`src/sv/arhc_ram.sv`:
```
// simple dual-port synchronous ram, one write and one registered read port
// no dependencies
`default_nettype none

module arhc_ram #(
    parameter int WIDTH = 32,
    parameter int DEPTH = 64,
    parameter int AW    = (DEPTH > 1) ? $clog2(DEPTH) : 1
) (
    input  wire logic             clk,
    input  wire logic             we,
    input  wire logic [AW-1:0]    waddr,
    input  wire logic [WIDTH-1:0] wdata,
    input  wire logic             re,
    input  wire logic [AW-1:0]    raddr,
    output logic      [WIDTH-1:0] rdata
);

    logic [WIDTH-1:0] mem [DEPTH];

    always_ff @(posedge clk)
    begin
        if (we)
        begin
            mem[waddr] <= wdata;
        end
    end

    always_ff @(posedge clk)
    begin
        if (re)
        begin
            rdata <= mem[raddr];
        end
    end

endmodule

`default_nettype wire

```
`config.mk`:
```
export PLATFORM = sky130hd
export DESIGN_NAME = arhc_ram
export DESIGN_NICKNAME = d
export VERILOG_FILES = /design/src/sv/arhc_ram.sv
export SDC_FILE = /design/constraint.sdc
export NUM_CORES = 2
export LEC_CHECK = 0
export BUFFER_PORTS_ARGS = -buffer_cell sky130_fd_sc_hd__buf_2
export CAP_MARGIN = 10
export CORE_ASPECT_RATIO = 0.75
export CORE_MARGIN = 5
export CORE_UTILIZATION = 50
export CTS_BUF_LIST = sky130_fd_sc_hd__clkbuf_4 sky130_fd_sc_hd__clkbuf_8
export CTS_CLUSTER_DIAMETER = 200
export CTS_CLUSTER_SIZE = 12
export DETAILED_ROUTE_END_ITERATION = 8
export PLACE_DENSITY = 0.65
export REMOVE_ABC_BUFFERS = 1
export SETUP_SLACK_MARGIN = 0.2
export SYNTH_ARGS = -nofsm -noshare
export SYNTH_HDL_FRONTEND = slang
export SYNTH_SLANG_ARGS = --single-unit
```
`constraint.sdc`:
```
create_clock -name clk -period 5.2 [get_ports clk]
set_clock_uncertainty 0.05 [all_clocks]
set_input_delay 0.26 -clock clk [delete_from_list [all_inputs] [get_ports clk]]
set_output_delay 0.26 -clock clk [all_outputs]
set_load 0.005 [all_outputs]
```
* Word level (Yosys, flattened, before mapping)
Memory sizes are Yosys's and may differ from the RTL's. A register that Yosys moved wholly into a read port is not among the register bits.
Cells that the tools add are included.
** Storage, ports and cells
- Flip-flop bits (word level) :: 0
- Latch bits :: 0
- Bits in writable memories :: 2048
- Memory bits (read-only) :: 0
- Input bits :: 47
- Output and inout bits :: 32
- Word-level logic and storage cells :: 3
- Memories :: 1
** Memories
- mem :: depth 64, width 32, rd ports 1, clocked after memory_dff 1, write ports 1, RTL line 19 : logic [WIDTH-1:0] mem [DEPTH];
** Cells by class
- $add $sub $neg :: 0
- Multipliers :: 0
- Divide/modulo/power cells :: 0
- Order comparisons :: 0
- Equal/unequal tests :: 0
- Shift-type cells :: 0
- Mux-type cells :: 2
- Bitwise operators :: 0
- Reduce and logical (&&, ||, !) cells :: 0
** Operator list (count)
- $mux W1 :: 2

* Depth between registers and ports, before layout
- Depth in word-level cells :: 2
- Mapped depth :: 10
- Gate-level depth less buffers :: 5

* Worst setup path after synthesis
OpenSTA, ideal clock, no wires.
- Path type :: input-to-reg
- Start point :: in waddr[3]
- End point :: mem mem[48][0], enable pin
- Library setup time :: 0.461 ns
- Arrival :: 2.959 ns
- Data required time :: 4.689 ns
- Path slack :: 1.730 ns
- Stages :: 4
- Path buffers :: 1
- Path through :: clkbuf_1 > nor2b_1 > nand4b_1 > nor3_1
** RTL lines
- start: declaration :: RTL line 12 : input wire logic [AW-1:0] waddr,
- end: declaration :: RTL line 19
No word-level cell before the write port.

* Final worst setup path
- Start point :: in waddr[2]
- End point :: mem mem[13][7], enable pin
No word-level cell before the write port.

==> results.sh <==
export IMPL_core_area_um2=157000
export IMPL_min_period_ns=2.85
export IMPL_critPathRequiredTime_ns=5.73
export IMPL_final_nets=3662
export IMPL_drcViolationCount=0
export IMPL_ant_nets=0
export IMPL_grt_usage_pct=25.2
export IMPL_multi_input_area_um2=16000
export IMPL_drtPass1Iterations=6
export IMPL_powerDensity_nw_per_um2=338
export IMPL_routed_wl_um=208000
export IMPL_path_clk_slew_ns=0.09
export IMPL_ir_drop_uv=252
export IMPL_cpMaxStageDelayCell="nor2_4"
export IMPL_initial_core_util_pct=50.2
export IMPL_grt_max_degree=72
export IMPL_cts_root_buf="clkbuf_8"
export IMPL_r2r_start="mem[15][20]"
export IMPL_cp_max_fo=17
export IMPL_numPortBuffers=78
export IMPL_gp_congestion=0.907
export IMPL_vias=37300
export IMPL_ys_ff_latch=2080
export IMPL_critPathLaunch="waddr[2]"
export IMPL_cts_setup_buffers=0
export IMPL_cts_path_max_buffers=3
export IMPL_hold_end="mem[51][20]"
export IMPL_min_from="waddr[0]"
export IMPL_seq_area_frac_synth_pct=79.2
export IMPL_p_leak_nw=26.2
export IMPL_whs_path_depth=3
export IMPL_syn_to_final_growth_pct=9.16
export IMPL_synth_top_area_share_pct=79.2
export IMPL_synth_cell_type_count=33
export IMPL_synth_top_area_cell="edfxtp_1"
export IMPL_synth_edf_count=2080
export IMPL_outcome="complete, no violations"
export IMPL_cts_max_level=4
export IMPL_pre_cts_ws_ns=1.53
export IMPL_cts_buffers=191
export IMPL_ff2ff_path_depth=5
export IMPL_holdBufCountCts=36
export IMPL_first_iter_violations=5461
export IMPL_die_w_um=469
export IMPL_min_path_type="in -> reg"
export IMPL_relSlewSlack_pct=15.8
export IMPL_arrival_ns=3.38
export IMPL_path_cells="dlygate4sd3_1 -> buf_2 -> nor2b_1 -> nand3_1 -> nor2_4 -> buf_4"
export IMPL_path_class="in -> reg"
export IMPL_die_area_um2=166000
export IMPL_netlist_area_um2=78800
export IMPL_layout_drive_gt1_share_pct=29.2
export IMPL_cts_tree="done"
export IMPL_max_stage_delay_ns=1.00
export IMPL_startpoint_type="input pin"
export IMPL_synth_cells=3324
export IMPL_ys_flop_type="edfxtp_1"
export IMPL_wl_per_cell_um=36.2
export IMPL_clk_latency_ns=0.93
export IMPL_finalCritPeriodShare_pct=54.8
export IMPL_maxCapViolations=0
export IMPL_seq_area_um2=62500
export IMPL_grt_pass1_wl_um=290000
export IMPL_numClockSinks=2080
export IMPL_antenna_found_initial=17
export IMPL_post_cts_resized=0
export IMPL_worst_slack_ns=2.35
export IMPL_setup_viol=0
export IMPL_hold_violations=0
export IMPL_fmax_mhz=351
export IMPL_via_per_inst=6.49
export IMPL_overflow=0
export IMPL_tns_ns=0
export IMPL_die_y_um=354
export IMPL_fill_cells=11600
export IMPL_synth_warnings=0
export IMPL_hpwl_um=121000
export IMPL_crit_path_end_kind="register"
export IMPL_async_reset_ff_share_pct=0
export IMPL_yosysMostFrequentCell="edfxtp_1"
export IMPL_drv_slew=0
export IMPL_io_pins=79
export IMPL_yosys_top_cells_count="edfxtp_1 (2080), mux4_2 (544), nor2_1 (137)"
export IMPL_syn_area_per_cell_um2=23.7
export IMPL_r2r_end="rdata[20]"
export IMPL_worstMarginPinSlew_ns=1.26
export IMPL_first_global_vias=36600
export IMPL_rsz0062_at_grt="no"
export IMPL_rows=126
export IMPL_synth_area_leaders="edfxtp_1 (79%), mux4_2 (16%), mux2i_1 (1.2%)"
export IMPL_reg2reg_slack_ns=2.92
-- sequential cells by signal, indices dropped and copies added, names as in the netlist --
signal  cells
mem      2048
rdata      32
-- how the worst max path moves through the flow --
| stage | endpoint | slack, ns | cells after the start |
|---|---|---|---|
| floorplan | mem[48][0] | 1.88 | 3 |
| finish | mem[13][7] | 2.35 | 6 |
| global placement | rdata[14] | 1.57 | 7 |
| global route | mem[13][7] | 2.35 | 6 |
| detailed placement | rdata[14] | 1.53 | 7 |
| CTS | mem[43][21] | 2.47 | 6 |
-- cell usage in the layout (no fill, tap or decap), drive strengths merged, types with 4 or more instances in the layout --
master	count
mux2i	93
mux4	544
nand3	5
dlygate4sd3	36
buf	244
nor2b	15
a311oi	8
o32ai	4
a22oi	12
nor2	137
nand3b	5
diode	8
or3b	5
o22ai	84
a21oi	62
edfxtp	2080
nand2b	8
o221ai	27
nor3	7
nand2	26
and3	4
a41o	4
clkbuf	198
-- routing by layer --
metal | routed length [um] | vias up | global-route usage [%]
met5 | 28 | - | 0
met3 | 24300 | 322 | 6.76
met1 | 84000 | 20000 | 38.1
met4 | 7040 | 4 | 8.11
met2 | 92600 | 2250 | 36.3
li1 | - | 14700 | -
-- logic make-up after synthesis --
| family | after synthesis | synth area share, % |
|---|---|---|
| flip-flops | 2080 | 79.2 |
| buffers and inverters | 182 | 1.12 |
| AND/OR/NAND/NOR | 223 | 1.26 |
| AO/OA/AOI/OAI | 202 | 1.67 |
| multiplexers | 637 | 16.7 |
-- critical path, delay by kind of cell --
family / cells / cell delay (ns)
buffers and inverters: 3 / 1.25
AND/OR/NAND/NOR: 3 / 1.83
-- layout make-up --
class	count	share of cell area (%)
clock buffers	198	3.17
repair buffers	280	2.55
multi-input cells	1062	18.6
flip-flops and latches	2080	72.6
well taps	2112	3.07
clock inverters	5	0.0509
diodes	8	0.0233
-- stage by stage --
step	std cells	hold WS (ns)	instance area, um^2	power (mW)	util (%)
after global routing	5738	0.160	86000	30.0	54.8
after CTS	5737	0.0779	86000	29.2	54.8
after detailed placement	5498	0.622	82900	20.9	52.8
after floorplan	3142	0.309	77900	19.7	-
final	5745	0.187	86100	29.1	54.8
after global placement	5498	0.623	82900	20.8	52.8
-- power by group --
| group | switching [mW] | leakage (nW) | internal, mW | total [mW] |
|---|---|---|---|---|
| sequential | 0.0706 | 18.7 | 18.6 | 18.6 |
| combinational | 1.21 | 6.05 | 0.643 | 1.85 |
| clock | 5.16 | 1.44 | 3.39 | 8.55 |
Note: power is estimated with default switching activity, not from simulation.
