==> src/sv/arhc_pkg.sv <==
// shared types and codes for the address range hit counter
// no dependencies; used by arhc_ctrl, the top level and the testbench
`default_nettype none

package arhc_pkg;

    localparam int MAX_REGIONS_DEF = 64;

    // command codes
    localparam logic [1:0] CMD_ADD   = 2'd0;
    localparam logic [1:0] CMD_CHECK = 2'd1;
    localparam logic [1:0] CMD_READ  = 2'd2;

    // status codes
    localparam logic [2:0] ST_OK       = 3'd0;
    localparam logic [2:0] ST_MISS     = 3'd1;
    localparam logic [2:0] ST_FULL     = 3'd2;
    localparam logic [2:0] ST_IGNORED  = 3'd3;
    localparam logic [2:0] ST_BADINDEX = 3'd4;

    typedef struct packed {
        logic [1:0]  cmd;
        logic [31:0] owner_pid;
        logic [31:0] region_base;
        logic [31:0] region_size;
        logic [31:0] probe_address;
        logic [5:0]  entry_select;
    } req_t;

    typedef struct packed {
        logic [2:0]  status;
        logic [5:0]  entry_index;
        logic [31:0] hit_count;
    } rsp_t;

endpackage

`default_nettype wire

==> src/sv/arhc_ctrl.sv <==
// command sequencer: add, region scan with read-modify-write of hit counts, read
// depends on arhc_pkg; drives the region and hit memories in the top level
`default_nettype none

module arhc_ctrl #(
    parameter int MAX_REGIONS = arhc_pkg::MAX_REGIONS_DEF,
    parameter int IDXW        = (MAX_REGIONS > 1) ? $clog2(MAX_REGIONS) : 1
) (
    input  wire logic           clk,
    input  wire logic           rst_n,
    input  wire logic [31:0]    watched_pid,
    input  wire logic           start,
    input  wire arhc_pkg::req_t req,
    output logic                busy,
    output logic                done,
    output arhc_pkg::rsp_t      rsp,
    // memory side
    output logic                region_we,
    output logic                hit_we,
    output logic [IDXW-1:0]     waddr,
    output logic [64:0]         region_wdata,
    output logic [31:0]         hit_wdata,
    output logic                re,
    output logic [IDXW-1:0]     raddr,
    input  wire logic [64:0]    region_rdata,
    input  wire logic [31:0]    hit_rdata
);

    localparam int CNTW = $clog2(MAX_REGIONS + 1);
    localparam int CW   = (CNTW > 6) ? CNTW : 6;

    typedef enum logic [2:0] {
        S_IDLE = 3'b001,
        S_SCAN = 3'b010,
        S_READ = 3'b100
    } state_t;

    state_t              state_reg, state_next;
    logic [CNTW-1:0]     cnt_reg, cnt_next;
    logic [CNTW-1:0]     ptr_reg, ptr_next;
    logic [IDXW-1:0]     cmp_idx_reg, cmp_idx_next;
    logic [31:0]         addr_reg, addr_next;
    logic [5:0]          sel_reg, sel_next;
    logic                done_reg, done_next;
    arhc_pkg::rsp_t      rsp_reg, rsp_next;

    logic [CW-1:0]       sel_ext;
    logic [CW-1:0]       cnt_ext;
    logic                sel_ok;
    logic [31:0]         cur_start;
    logic [32:0]         cur_end;
    logic                hit;
    logic [31:0]         hit_inc;
    logic [IDXW-1:0]     idx_src;
    logic [IDXW+5:0]     idx_wide;
    logic [5:0]          idx_out;

    assign sel_ext   = CW'(req.entry_select);
    assign cnt_ext   = CW'(cnt_reg);
    assign sel_ok    = sel_ext < cnt_ext;
    assign cur_start = region_rdata[64:33];
    assign cur_end   = region_rdata[32:0];
    assign hit       = (addr_reg >= cur_start) && ({1'b0, addr_reg} < cur_end);
    assign hit_inc   = (hit_rdata == 32'hFFFF_FFFF) ? hit_rdata : hit_rdata + 32'd1;

    // low six bits of a table index
    assign idx_src  = (state_reg == S_SCAN) ? cmp_idx_reg : cnt_reg[IDXW-1:0];
    assign idx_wide = (IDXW + 6)'(idx_src);
    assign idx_out  = idx_wide[5:0];

    always_comb
    begin
        state_next   = state_reg;
        cnt_next     = cnt_reg;
        ptr_next     = ptr_reg;
        cmp_idx_next = cmp_idx_reg;
        addr_next    = addr_reg;
        sel_next     = sel_reg;
        done_next    = 1'b0;
        rsp_next     = rsp_reg;
        region_we    = 1'b0;
        hit_we       = 1'b0;
        waddr        = cnt_reg[IDXW-1:0];
        region_wdata = {req.region_base, {1'b0, req.region_base} + {1'b0, req.region_size}};
        hit_wdata    = 32'd0;
        re           = 1'b0;
        raddr        = ptr_reg[IDXW-1:0];

        unique case (state_reg)
            S_IDLE:
            begin
                if (start)
                begin
                    unique case (req.cmd)
                        arhc_pkg::CMD_ADD:
                        begin
                            done_next = 1'b1;
                            if (req.owner_pid == 32'd0 || req.owner_pid != watched_pid)
                            begin
                                rsp_next = '{arhc_pkg::ST_IGNORED, 6'd0, 32'd0};
                            end
                            else if (cnt_reg == CNTW'(MAX_REGIONS))
                            begin
                                rsp_next = '{arhc_pkg::ST_FULL, 6'd0, 32'd0};
                            end
                            else
                            begin
                                region_we = 1'b1;
                                hit_we    = 1'b1;
                                cnt_next  = cnt_reg + 1'b1;
                                rsp_next  = '{arhc_pkg::ST_OK, idx_out, 32'd0};
                            end
                        end
                        arhc_pkg::CMD_CHECK:
                        begin
                            addr_next = req.probe_address;
                            if (cnt_reg == '0)
                            begin
                                done_next = 1'b1;
                                rsp_next  = '{arhc_pkg::ST_MISS, 6'd0, 32'd0};
                            end
                            else
                            begin
                                re           = 1'b1;
                                raddr        = '0;
                                cmp_idx_next = '0;
                                ptr_next     = CNTW'(1);
                                state_next   = S_SCAN;
                            end
                        end
                        arhc_pkg::CMD_READ:
                        begin
                            sel_next = req.entry_select;
                            if (sel_ok)
                            begin
                                re         = 1'b1;
                                raddr      = sel_ext[IDXW-1:0];
                                state_next = S_READ;
                            end
                            else
                            begin
                                done_next = 1'b1;
                                rsp_next  = '{arhc_pkg::ST_BADINDEX, req.entry_select, 32'd0};
                            end
                        end
                        default:
                        begin
                            done_next = 1'b1;
                            rsp_next  = '{arhc_pkg::ST_IGNORED, 6'd0, 32'd0};
                        end
                    endcase
                end
            end
            S_SCAN:
            begin
                if (hit)
                begin
                    hit_we     = 1'b1;
                    waddr      = cmp_idx_reg;
                    hit_wdata  = hit_inc;
                    done_next  = 1'b1;
                    rsp_next   = '{arhc_pkg::ST_OK, idx_out, hit_inc};
                    state_next = S_IDLE;
                end
                else if (ptr_reg == cnt_reg)
                begin
                    done_next  = 1'b1;
                    rsp_next   = '{arhc_pkg::ST_MISS, 6'd0, 32'd0};
                    state_next = S_IDLE;
                end
                else
                begin
                    re           = 1'b1;
                    cmp_idx_next = ptr_reg[IDXW-1:0];
                    ptr_next     = ptr_reg + 1'b1;
                end
            end
            S_READ:
            begin
                done_next  = 1'b1;
                rsp_next   = '{arhc_pkg::ST_OK, sel_reg, hit_rdata};
                state_next = S_IDLE;
            end
            default:
            begin
                state_next = S_IDLE;
            end
        endcase
    end

    always_ff @(posedge clk or negedge rst_n)
    begin
        if (!rst_n)
        begin
            state_reg <= S_IDLE;
            cnt_reg   <= '0;
            done_reg  <= 1'b0;
        end
        else
        begin
            state_reg <= state_next;
            cnt_reg   <= cnt_next;
            done_reg  <= done_next;
        end
    end

    always_ff @(posedge clk)
    begin
        ptr_reg     <= ptr_next;
        cmp_idx_reg <= cmp_idx_next;
        addr_reg    <= addr_next;
        sel_reg     <= sel_next;
        rsp_reg     <= rsp_next;
    end

    assign busy = (state_reg != S_IDLE);
    assign done = done_reg;
    assign rsp  = rsp_reg;

`ifndef SYNTHESIS
    a_cnt_bound: assert property (@(posedge clk) disable iff (!rst_n)
        cnt_reg <= CNTW'(MAX_REGIONS))
        else $error("region count beyond table size");

    a_scan_idx: assert property (@(posedge clk) disable iff (!rst_n)
        (state_reg == S_SCAN) |-> (CNTW'(cmp_idx_reg) < cnt_reg && ptr_reg <= cnt_reg))
        else $error("scan walked past stored regions");

    a_read_done: assert property (@(posedge clk) disable iff (!rst_n)
        (state_reg == S_READ) |=> (state_reg == S_IDLE && done_reg))
        else $error("read entry did not complete");

    a_cnt_grow: assert property (@(posedge clk) disable iff (!rst_n)
        (cnt_reg != $past(cnt_reg)) |-> (done_reg && rsp_reg.status == arhc_pkg::ST_OK))
        else $error("region count changed without a successful add");
`endif

endmodule

`default_nettype wire

==> config.mk <==
export PLATFORM = sky130hd
export DESIGN_NAME = arhc_ctrl
export DESIGN_NICKNAME = d
export VERILOG_FILES = /design/src/sv/arhc_pkg.sv /design/src/sv/arhc_ctrl.sv
export SDC_FILE = /design/constraint.sdc
export NUM_CORES = 1
export LEC_CHECK = 0
export ABC_CLOCK_PERIOD_IN_PS = 6580
export BUFFER_PORTS_ARGS = -buffer_cell sky130_fd_sc_hd__buf_2
export CAP_MARGIN = 20
export CORE_AREA = 2 2 162 164
export DETAILED_ROUTE_END_ITERATION = 10
export DIE_AREA = 0 0 164 166
export GPL_TIMING_DRIVEN = 0
export SYNTH_ARGS = -nofsm -noshare
export SYNTH_HDL_FRONTEND = slang
export SYNTH_SLANG_ARGS = --single-unit
==> constraint.sdc <==
create_clock -name clk -period 6.58 [get_ports clk]
set_clock_uncertainty 0.05 [all_clocks]
set_input_delay 0.329 -clock clk [delete_from_list [all_inputs] [get_ports clk]]
set_output_delay 0.329 -clock clk [all_outputs]
set_load 0.03 [all_outputs]
# Word level (Yosys, flattened, before mapping)
# Index checks and enable logic that the tools add are counted.
# W data, S select, Z words.
dict set report totals {
  word_cells 113
  reg_bits 103
}
dict set report classes {
  n_eq_ne 21
  n_addsub 4
  bitwise_logic 2
  n_mux 60
  magnitude_cmp 3
  reduce_logical 13
}
# operator count
set ops {}
lappend ops {{$pmux W41 S3} 2}
lappend ops {{$mux W41} 5}
lappend ops {{$mux W32} 3}
lappend ops {{$mux W40} 2}
lappend ops {{$mux W6} 12}
lappend ops {{$mux W7} 5}
lappend ops {{$add A32 B32 Y33} 1}
lappend ops {{$lt A32 B33 Y1} 1}
lappend ops {{$add A32 B1 Y32 const B} 1}
lappend ops {{$eq A32 B32 Y1 const B} 1}
lappend ops {{$ge A32 B32 Y1} 1}
lappend ops {{$logic_not A32 Y1} 1}
lappend ops {{$ne A32 B32 Y1} 1}
lappend ops {{$pmux W6 S2} 2}
lappend ops {{$mux W1} 16}
lappend ops {{$mux W3} 5}
lappend ops {{$reduce_and A5 Y1} 3}
lappend ops {{$add A7 B1 Y7 const B} 2}
lappend ops {{$pmux W7 S2} 1}
lappend ops {{$ne A3 B3 Y1 const B} 4}
lappend ops {{$pmux W3 S2} 2}
lappend ops {{$ne A2 B2 Y1 const B} 4}
lappend ops {{$pmux W1 S2} 4}
lappend ops {{$eq A7 B7 Y1} 1}
lappend ops {{other kinds (20)} 23}

# Logic depth before layout (Yosys ltp)
# Gate-level depths: netlist (run 1).
dict set report logic_depth {
  word_depth 7
  mapped_depth 11
  depth_no_buf 11
}

# Worst setup path before layout (run 1)
# No wires, ideal clock.
dict set report synth_timing {
  path_type {reg2reg}
  startpoint {register addr_reg[14]}
  endpoint {register rsp_reg (netlist bit rsp[0]) (enable)}
  synth_period_minus_slack_ns 5.169
  setup_slack_ns 1.411
  t_arrival_ns 4.629
  required_time_ns 6.040
  stages_incl_launch_ff 10
  path_buffers 0
  path_cell_list {edfxtp_1 > ha_1 > a21o_1 > a21o_1 > a21oi_1 > o211ai_1 > a211oi_1 > o21a_1 > nor2_1 > nor3_1}
}
dict set report synth_via {
  elab_chain_cells 4
}
# item line
set synth_rtl {}
lappend synth_rtl {{from (decl)} arhc_ctrl.sv:42} ;# logic [31:0] addr_reg, addr_next;
lappend synth_rtl {{from (signal assigned)} arhc_ctrl.sv:211} ;# addr_reg <= addr_next;
lappend synth_rtl {{$lt A32 B33 Y1 or $ge A32 B32 Y1 (tied branches)} arhc_ctrl.sv:63} ;# assign hit = (addr_reg >= cur_start) && ({1'b0, addr_reg} < cur_end);
lappend synth_rtl {{$logic_and A1 B1 Y1 *} arhc_ctrl.sv:63}
lappend synth_rtl {{$ne A3 B2 Y1 (no source line) *} -}
lappend synth_rtl {{$reduce_and A5 Y1 (no source line) *} -}
lappend synth_rtl {{to (signal assigned)} arhc_ctrl.sv:213} ;# rsp_reg <= rsp_next;
lappend synth_rtl {{to (decl)} arhc_ctrl.sv:45} ;# arhc_pkg::rsp_t rsp_reg, rsp_next;
# Mark *: on every way between the ends. The rest lies on a longest branch, timed or not.
# A chain may end at the register's enable or synchronous reset.

# Worst setup path in the final report (run 1)
dict set report layout_timing {
  startpoint {register addr_reg[2]}
  endpoint {output waddr[0]}
}
dict set report layout_via {
  elab_chain_cells 4
}
# item line
set layout_rtl {}
lappend layout_rtl {{$lt A32 B33 Y1 or $ge A32 B32 Y1 (tied branches)} arhc_ctrl.sv:63}
lappend layout_rtl {{$logic_and A1 B1 Y1 *} arhc_ctrl.sv:63}
lappend layout_rtl {{$mux W6 *} arhc_ctrl.sv:156} ;# if (hit)
lappend layout_rtl {{$mux W6 *} arhc_ctrl.sv:89} ;# unique case (state_reg)
lappend layout_rtl {{to (decl)} arhc_ctrl.sv:20} ;# output logic [IDXW-1:0] waddr,
# Marked as above.

==> impl_metrics.ini, run 1 <==
[logic_synthesis]
ys.flop_type = edfxtp_1
synthCells = 1000
syn_avg_cell_area_um2 = 9.17
synth_nets = 1377
yosysSeqAreaShare_pct = 33.1
ys_types = 68
ys_async_sr_fraction_pct = 10.7
synth_seq_cells = 103
yosys_warnings = 0
mappedNetlistArea_um2 = 9170
synth_edf_count = 92

[floorplanning]
start_util_pct = 35.8
die_h_um = 166
core_area_um2 = 25600
num_io_pins = 423
die_area_um2 = 27200
die_w_um = 164
num_rows = 59

[worst_setup_path]
start_kind = flop
required_ns = 6.20
cp_cell_sequence = ha_1, a21oi_1, o21ai_0, o21ai_0, o211ai_1, a211oi_1, o211ai_2, clkbuf_1, o21ai_0, buf_2
path_delay_family = compound AO/OA/AOI/OAI gates
cp_common_cell = o21ai_0
critPathMaxStageDelay_ns = 0.66
rr_endpoint = rsp[22]$_DFFE_PP_
critical_path_arrival_ns = 3.73
crit_buf_inv = 2
r2r_cells = 11
crit_path_end_kind = output pin
crit_type = flop to output pin
slowest_stage = a211oi_1
regToRegSetupSlack_ns = 3.06
cp_max_fo = 10
r2r_start = addr_reg[2]$_DFFE_PP_

[final_layout]
largest_reg_flops = 41
fillers = 2558
layout-area-overhead-vs-synth_pct = 31.8
design_area_um2 = 12100
final_net_count = 1815
layout-drive-gt1-share_pct = 35.0
mostFrequentLayoutCells = buf_2 (428), ha_1 (108), edfxtp_1 (92)
layout_commonest_cell = buf_2

[pwr]
power_switching_uw = 720
power_density_nw_per_um2 = 169
swShare_pct = 35.3
peakVddDrop_mv = 0.143
pwr-share-clk_pct = 28.1
p_int_mw = 1.32
leakagePower_nw = 6.23
seq_power_share_pct = 37.2
pwr-share-comb_pct = 34.6

[sta]
finalHoldViolCount = 0
fin_hold_ws_ns = 0.0969
min_period_over_period_pct = 62.4
maxSlewViolCount = 0
setup-violations-final = 0
timing.final.crit_period_ns = 4.11
rsz0062_at_grt = false
max_freq_ghz = 0.244
worstMarginPinSlew_ns = 0.813
finalSetupTns_ns = 0
slew_headroom_pct = 45.8
layout_setup_ws_ns = 2.47

[clock_tree]
worstSkewPairLatency_ns = 0.36
hold_buffers = 1
cts_sinks = 103
cts_made_buffers = 9
htreeDepth = 3
cts_setup_buffers = 0
ctsResizeCount = 0
cts_tree = yes
cts-root-buf = clkbuf_16
clock_path_buffers = 2
clk_pin_slew_ns = 0.08

[global_routing]
grt_max_degree = 33
antenna_found_initial = 2
gr-usage-met3_pct = 3.30
use_met1_pct = 27.6
grt-ovfl-total = 0
gr-usage-met2_pct = 35.0
grt_pass1_wl_mm = 45.0
grt_busiest_layer = met2
track_usage_pct = 20.8
grt_pass1_vias = 8569

[detailed_routing]
num_vias = 8986
dr.pass1.iters = 5
antenna_left = 0
first_iter_violations = 479
drt_drc_violations_left = 0
wl_mm = 29.4
routedWlPerCell_um = 16.5
viasPerCell = 5.05

[place]
dpl.hpwl_mm = 24.9
place_ws_ns = 2.70
placed_cell_area_um2 = 11800
place.gp.congestion = 0.902
portBuffers = 421

[status]
outcome = finished clean

[worst_hold_path]
min_from = req[26]
hold_path.class = primary input to flop
min_to = addr_reg[20]$_DFFE_PP_
min_path_cells = 1

[flow_run]
drv_cap = 0
## worst register-to-register path: stages, from the launching register on
cell	delay (ns)
edfxtp_1	0.41
ha_1	0.31
a21oi_1	0.13
o21ai_0	0.08
o21ai_0	0.24
o211ai_1	0.19
a211oi_1	0.66
o21a_1	0.37
nor2_1	0.13
nor3_2	0.27
buf_6	0.20
buf_6	0.19
## worst max path at each step
| stage | cells past startpoint | end | from | slack [ns] |
|---|---|---|---|---|
| after floorplan | 9 | rsp[0]$_DFFE_PP_ | addr_reg[14]$_DFFE_PP_ | 1.41 |
| after global placement | 11 | rsp[22]$_DFFE_PP_ | region_rdata[14] | -1.30 |
| after detailed placement | 12 | waddr[0] | region_rdata[14] | 2.70 |
| after CTS | 10 | waddr[0] | addr_reg[4]$_DFFE_PP_ | 2.36 |
| after global routing | 10 | waddr[0] | addr_reg[2]$_DFFE_PP_ | 2.20 |
| final | 10 | waddr[0] | addr_reg[2]$_DFFE_PP_ | 2.47 |
## metrics by stage
stage,total power [mW],std cells,util [%]
2_1_floorplan,1.22,1000,-
3_3_place_gp,1.47,1756,45.7
3_5_place_dp,1.48,1761,45.9
4_1_cts,2.07,1778,47.2
5_1_grt,2.15,1780,47.2
6_report,2.04,1780,47.2
## metal layers
layer,vias to the layer above,routed length (µm)
li1,4461,-
met1,4179,13000
met2,310,14000
met3,36,1740
met4,0,667
met5,-,0
## logic make-up after synthesis
group / synth area share [%]
adder cells (fa/ha/maj): 15.0
multiplexers: 0.109
XOR/XNOR: 10.4
AND/OR/NAND/NOR: 16.5
AO/OA/AOI/OAI: 17.5
flip-flops: 33.1
buffers and inverters: 7.41
## Yosys cell counts (10+ instances only)
cell type / instances / area share [%]
nand3_1: 23 / 1.3
xnor2_1: 41 / 3.9
a21oi_1: 64 / 3.5
xor2_1: 66 / 6.3
o21ai_0: 47 / 2.6
clkbuf_1: 15 / 0.61
nor2_1: 78 / 3.2
a21o_1: 58 / 4.7
nor4_1: 21 / 1.4
edfxtp_1: 92 / 30
inv_1: 90 / 3.7
nor3_1: 10 / 0.55
ha_1: 108 / 15
buf_4: 32 / 2.6
and3_1: 19 / 1.3
nand4_1: 28 / 1.9
nand2_1: 60 / 2.5
dfrtp_1: 10 / 2.7
o21a_1: 11 / 0.90
## final cells by class
cell class	instances	area (µm²)	area share [%]
Tap cell	335	419	3.47
Clock buffer	9	225	1.86
Buffer	56	342	2.83
Multi-Input combinational cell	751	5460	45.2
Antenna cell	2	5.00	0.0414
Timing Repair Buffer	427	2170	18.0
Clock inverter	7	88.8	0.735
Sequential cell	103	3040	25.1
Inverter	90	338	2.79
## power by group through the flow
stage	sequential (mW)	combinational, mW	clock, mW
after floorplan	0.813	0.406	0
final	0.758	0.706	0.573
after global placement	0.777	0.694	0
after global routing	0.762	0.769	0.616
after CTS	0.758	0.711	0.597
after detailed placement	0.773	0.707	0
Note: power is estimated with default switching activity, not from simulation.
==> inputs of run 2 (changes only) <==
Settings changed: ABC_CLOCK_PERIOD_IN_PS 6580 to 3450, CORE_AREA 2 2 162 164 to 2 2 166 168, DIE_AREA 0 0 164 166 to 0 0 168 170.
Clock period 6.58 ns to 3.45 ns, I/O delays scaled along.
==> run 2 against run 1 <==
Net effect:
- sequential share of layout area decreased by 0.91 points
- highest routed layer unchanged
- sequential cell count unchanged
- setup slack got worse by 2.3 ns
- via count increased by 1.2%
- combinational power increased by 100%
- cell count increased by 2.2%
==> impl_metrics.ini, run 2 (synthesis gave the netlist of run 1 again) <==
[status]
outcome = finished clean

[detailed_routing]
wl_mm = 31.1
antenna_left = 0
viasPerCell = 5.00
routedWlPerCell_um = 17.1
dr.pass1.iters = 5
first_iter_violations = 397
num_vias = 9098
drt_drc_violations_left = 0

[final_layout]
final_net_count = 1851
layout-drive-gt1-share_pct = 34.9
layout-area-overhead-vs-synth_pct = 36.8
largest_reg_flops = 41
antenna_cells = 0
fillers = 2627
mostFrequentLayoutCells = buf_2 (425), ha_1 (108), edfxtp_1 (92)
layout_commonest_cell = buf_2
post-route-util_pct = 47.1

[sta]
layout_setup_ws_ns = 0.157
min_period_over_period_pct = 95.4
timing.final.crit_period_ns = 3.29
maxSlewViolCount = 0
slew_headroom_pct = 40.8
finalHoldViolCount = 0
setup-violations-final = 0
worstMarginPinSlew_ns = 0.888
rsz0062_at_grt = true
fin_hold_ws_ns = 0.0159
max_freq_ghz = 0.304

[global_routing]
track_usage_pct = 20.7
grt_pass1_vias = 8773
antenna_found_initial = 0
grt-ovfl-total = 0
grt_max_degree = 33
grt_pass1_wl_mm = 47.2

[worst_setup_path]
crit_type = flop to output pin
regToRegSetupSlack_ns = 0.18
critPathMaxStageDelay_ns = 0.42
start_kind = flop
cp_cell_sequence = ha_1, nand4_1, nor4_4, a21boi_2, a211o_1, o211ai_4, clkbuf_4, o21ai_0, buf_4
slowest_stage = edfxtp_1
critical_path_arrival_ns = 3.07
required_ns = 3.23
cp_max_fo = 10
crit_path_end_kind = output pin

[place]
portBuffers = 421
place_ws_ns = -0.347
dpl.hpwl_mm = 25.9
place.gp.congestion = 0.941

[clock_tree]
cts-root-buf = clkbuf_16
clk_pin_slew_ns = 0.08
clock_path_buffers = 2
cts_sinks = 103
cts_made_buffers = 9
worstSkewPairLatency_ns = 0.36
htreeDepth = 3
cts_tree = yes

[floorplanning]
die_area_um2 = 28600
num_io_pins = 423
start_util_pct = 34.4
core_area_um2 = 26700
die_w_um = 168
die_h_um = 170
num_rows = 60

[pwr]
peakVddDrop_mv = 0.319
leakagePower_nw = 6.41
power_density_nw_per_um2 = 316
power_mw = 3.97

[worst_hold_path]
hold_path.class = primary input to flop

[flow_run]
drv_cap = 0
==> run 2: cell types whose count changed in the layout (fill, tap and decap cells not counted), sizes merged <==
cell / previous run / this run
buf: 465 / 466
clkbuf: 26 / 27
inv: 93 / 94
clkinv: 3 / 2
diode: 2 / 0
dlygate4sd3: 1 / 35
==> run 2: worst max-delay path: cells and delay by family, from the launching register on <==
kind	cells	cell delay [ns]
flops	1	0.42
compound gates	4	0.91
simple gates	2	0.57
fa+ha+maj	1	0.32
buf+inv	2	0.49
==> run 2: path summary, 6_finish.rpt <==
| check | start | endpoint | cells after the start |
|---|---|---|---|
| min in group asynchronous | rst_n | state_reg[2]$_DFFE_PN0P_ | 2 |
| hold reg to reg | sel_reg[2]$_DFFE_PP_ | rsp[34]$_DFFE_PP_ | 2 |
| setup / recovery | addr_reg[26]$_DFFE_PP_ | waddr[4] | 9 |
| hold / removal | req[1] | sel_reg[1]$_DFFE_PP_ | 1 |
| max in group asynchronous | rst_n | state_reg[0]$_DFFE_PN1P_ | 2 |
| setup reg to reg | addr_reg[26]$_DFFE_PP_ | rsp[11]$_DFFE_PP_ | 11 |
==> run 2: power breakdown <==
part | internal, mW | switching [mW] | total, mW
combinational | 0.542 | 0.867 | 1.41
clock | 0.583 | 0.528 | 1.11
sequential | 1.42 | 0.0212 | 1.45
total | 2.55 | 1.42 | 3.97
==> run 2: what timing repair did <==
item / CTS / global route
endpoints found under the hold margin: 45 / 0
cloned: 0 / 0
pin swaps: 2 / 3
hold buffers: 35 / 0
buffers inserted: 2 / 1
setup endpoints to repair: 76 / 29
gates resized for setup: 10 / 14
==> run 2: layer usage <==
metal	global-route usage [%]	wire length, µm	vias to the layer above
met2	35.5	14900	293
met1	28.2	14100	4248
met3	2.56	1510	30
met5	0	0	-
li1	-	-	4527
met4	4.27	490	0
==> run 2: metrics by stage <==
stage | area (µm²) | TNS (ns) | std cells
after floorplan | 9180 | 0 | 1000
after global placement | 11700 | -51.02 | 1762
after detailed placement | 11800 | -6.33 | 1766
after CTS | 12500 | 0 | 1819
after global routing | 12500 | -0.0192 | 1820
final | 12500 | 0 | 1820
==> run 2: layout make-up <==
cell class	instances	area, µm²	area share, %
timing repair buffer	463	2550	20.3
inverter	90	338	2.69
clock inverter	7	88.8	0.708
clock buffer	9	225	1.80
buffer	56	355	2.83
multi-input combinational	751	5520	44.0
tap	341	427	3.40
sequential	103	3040	24.2
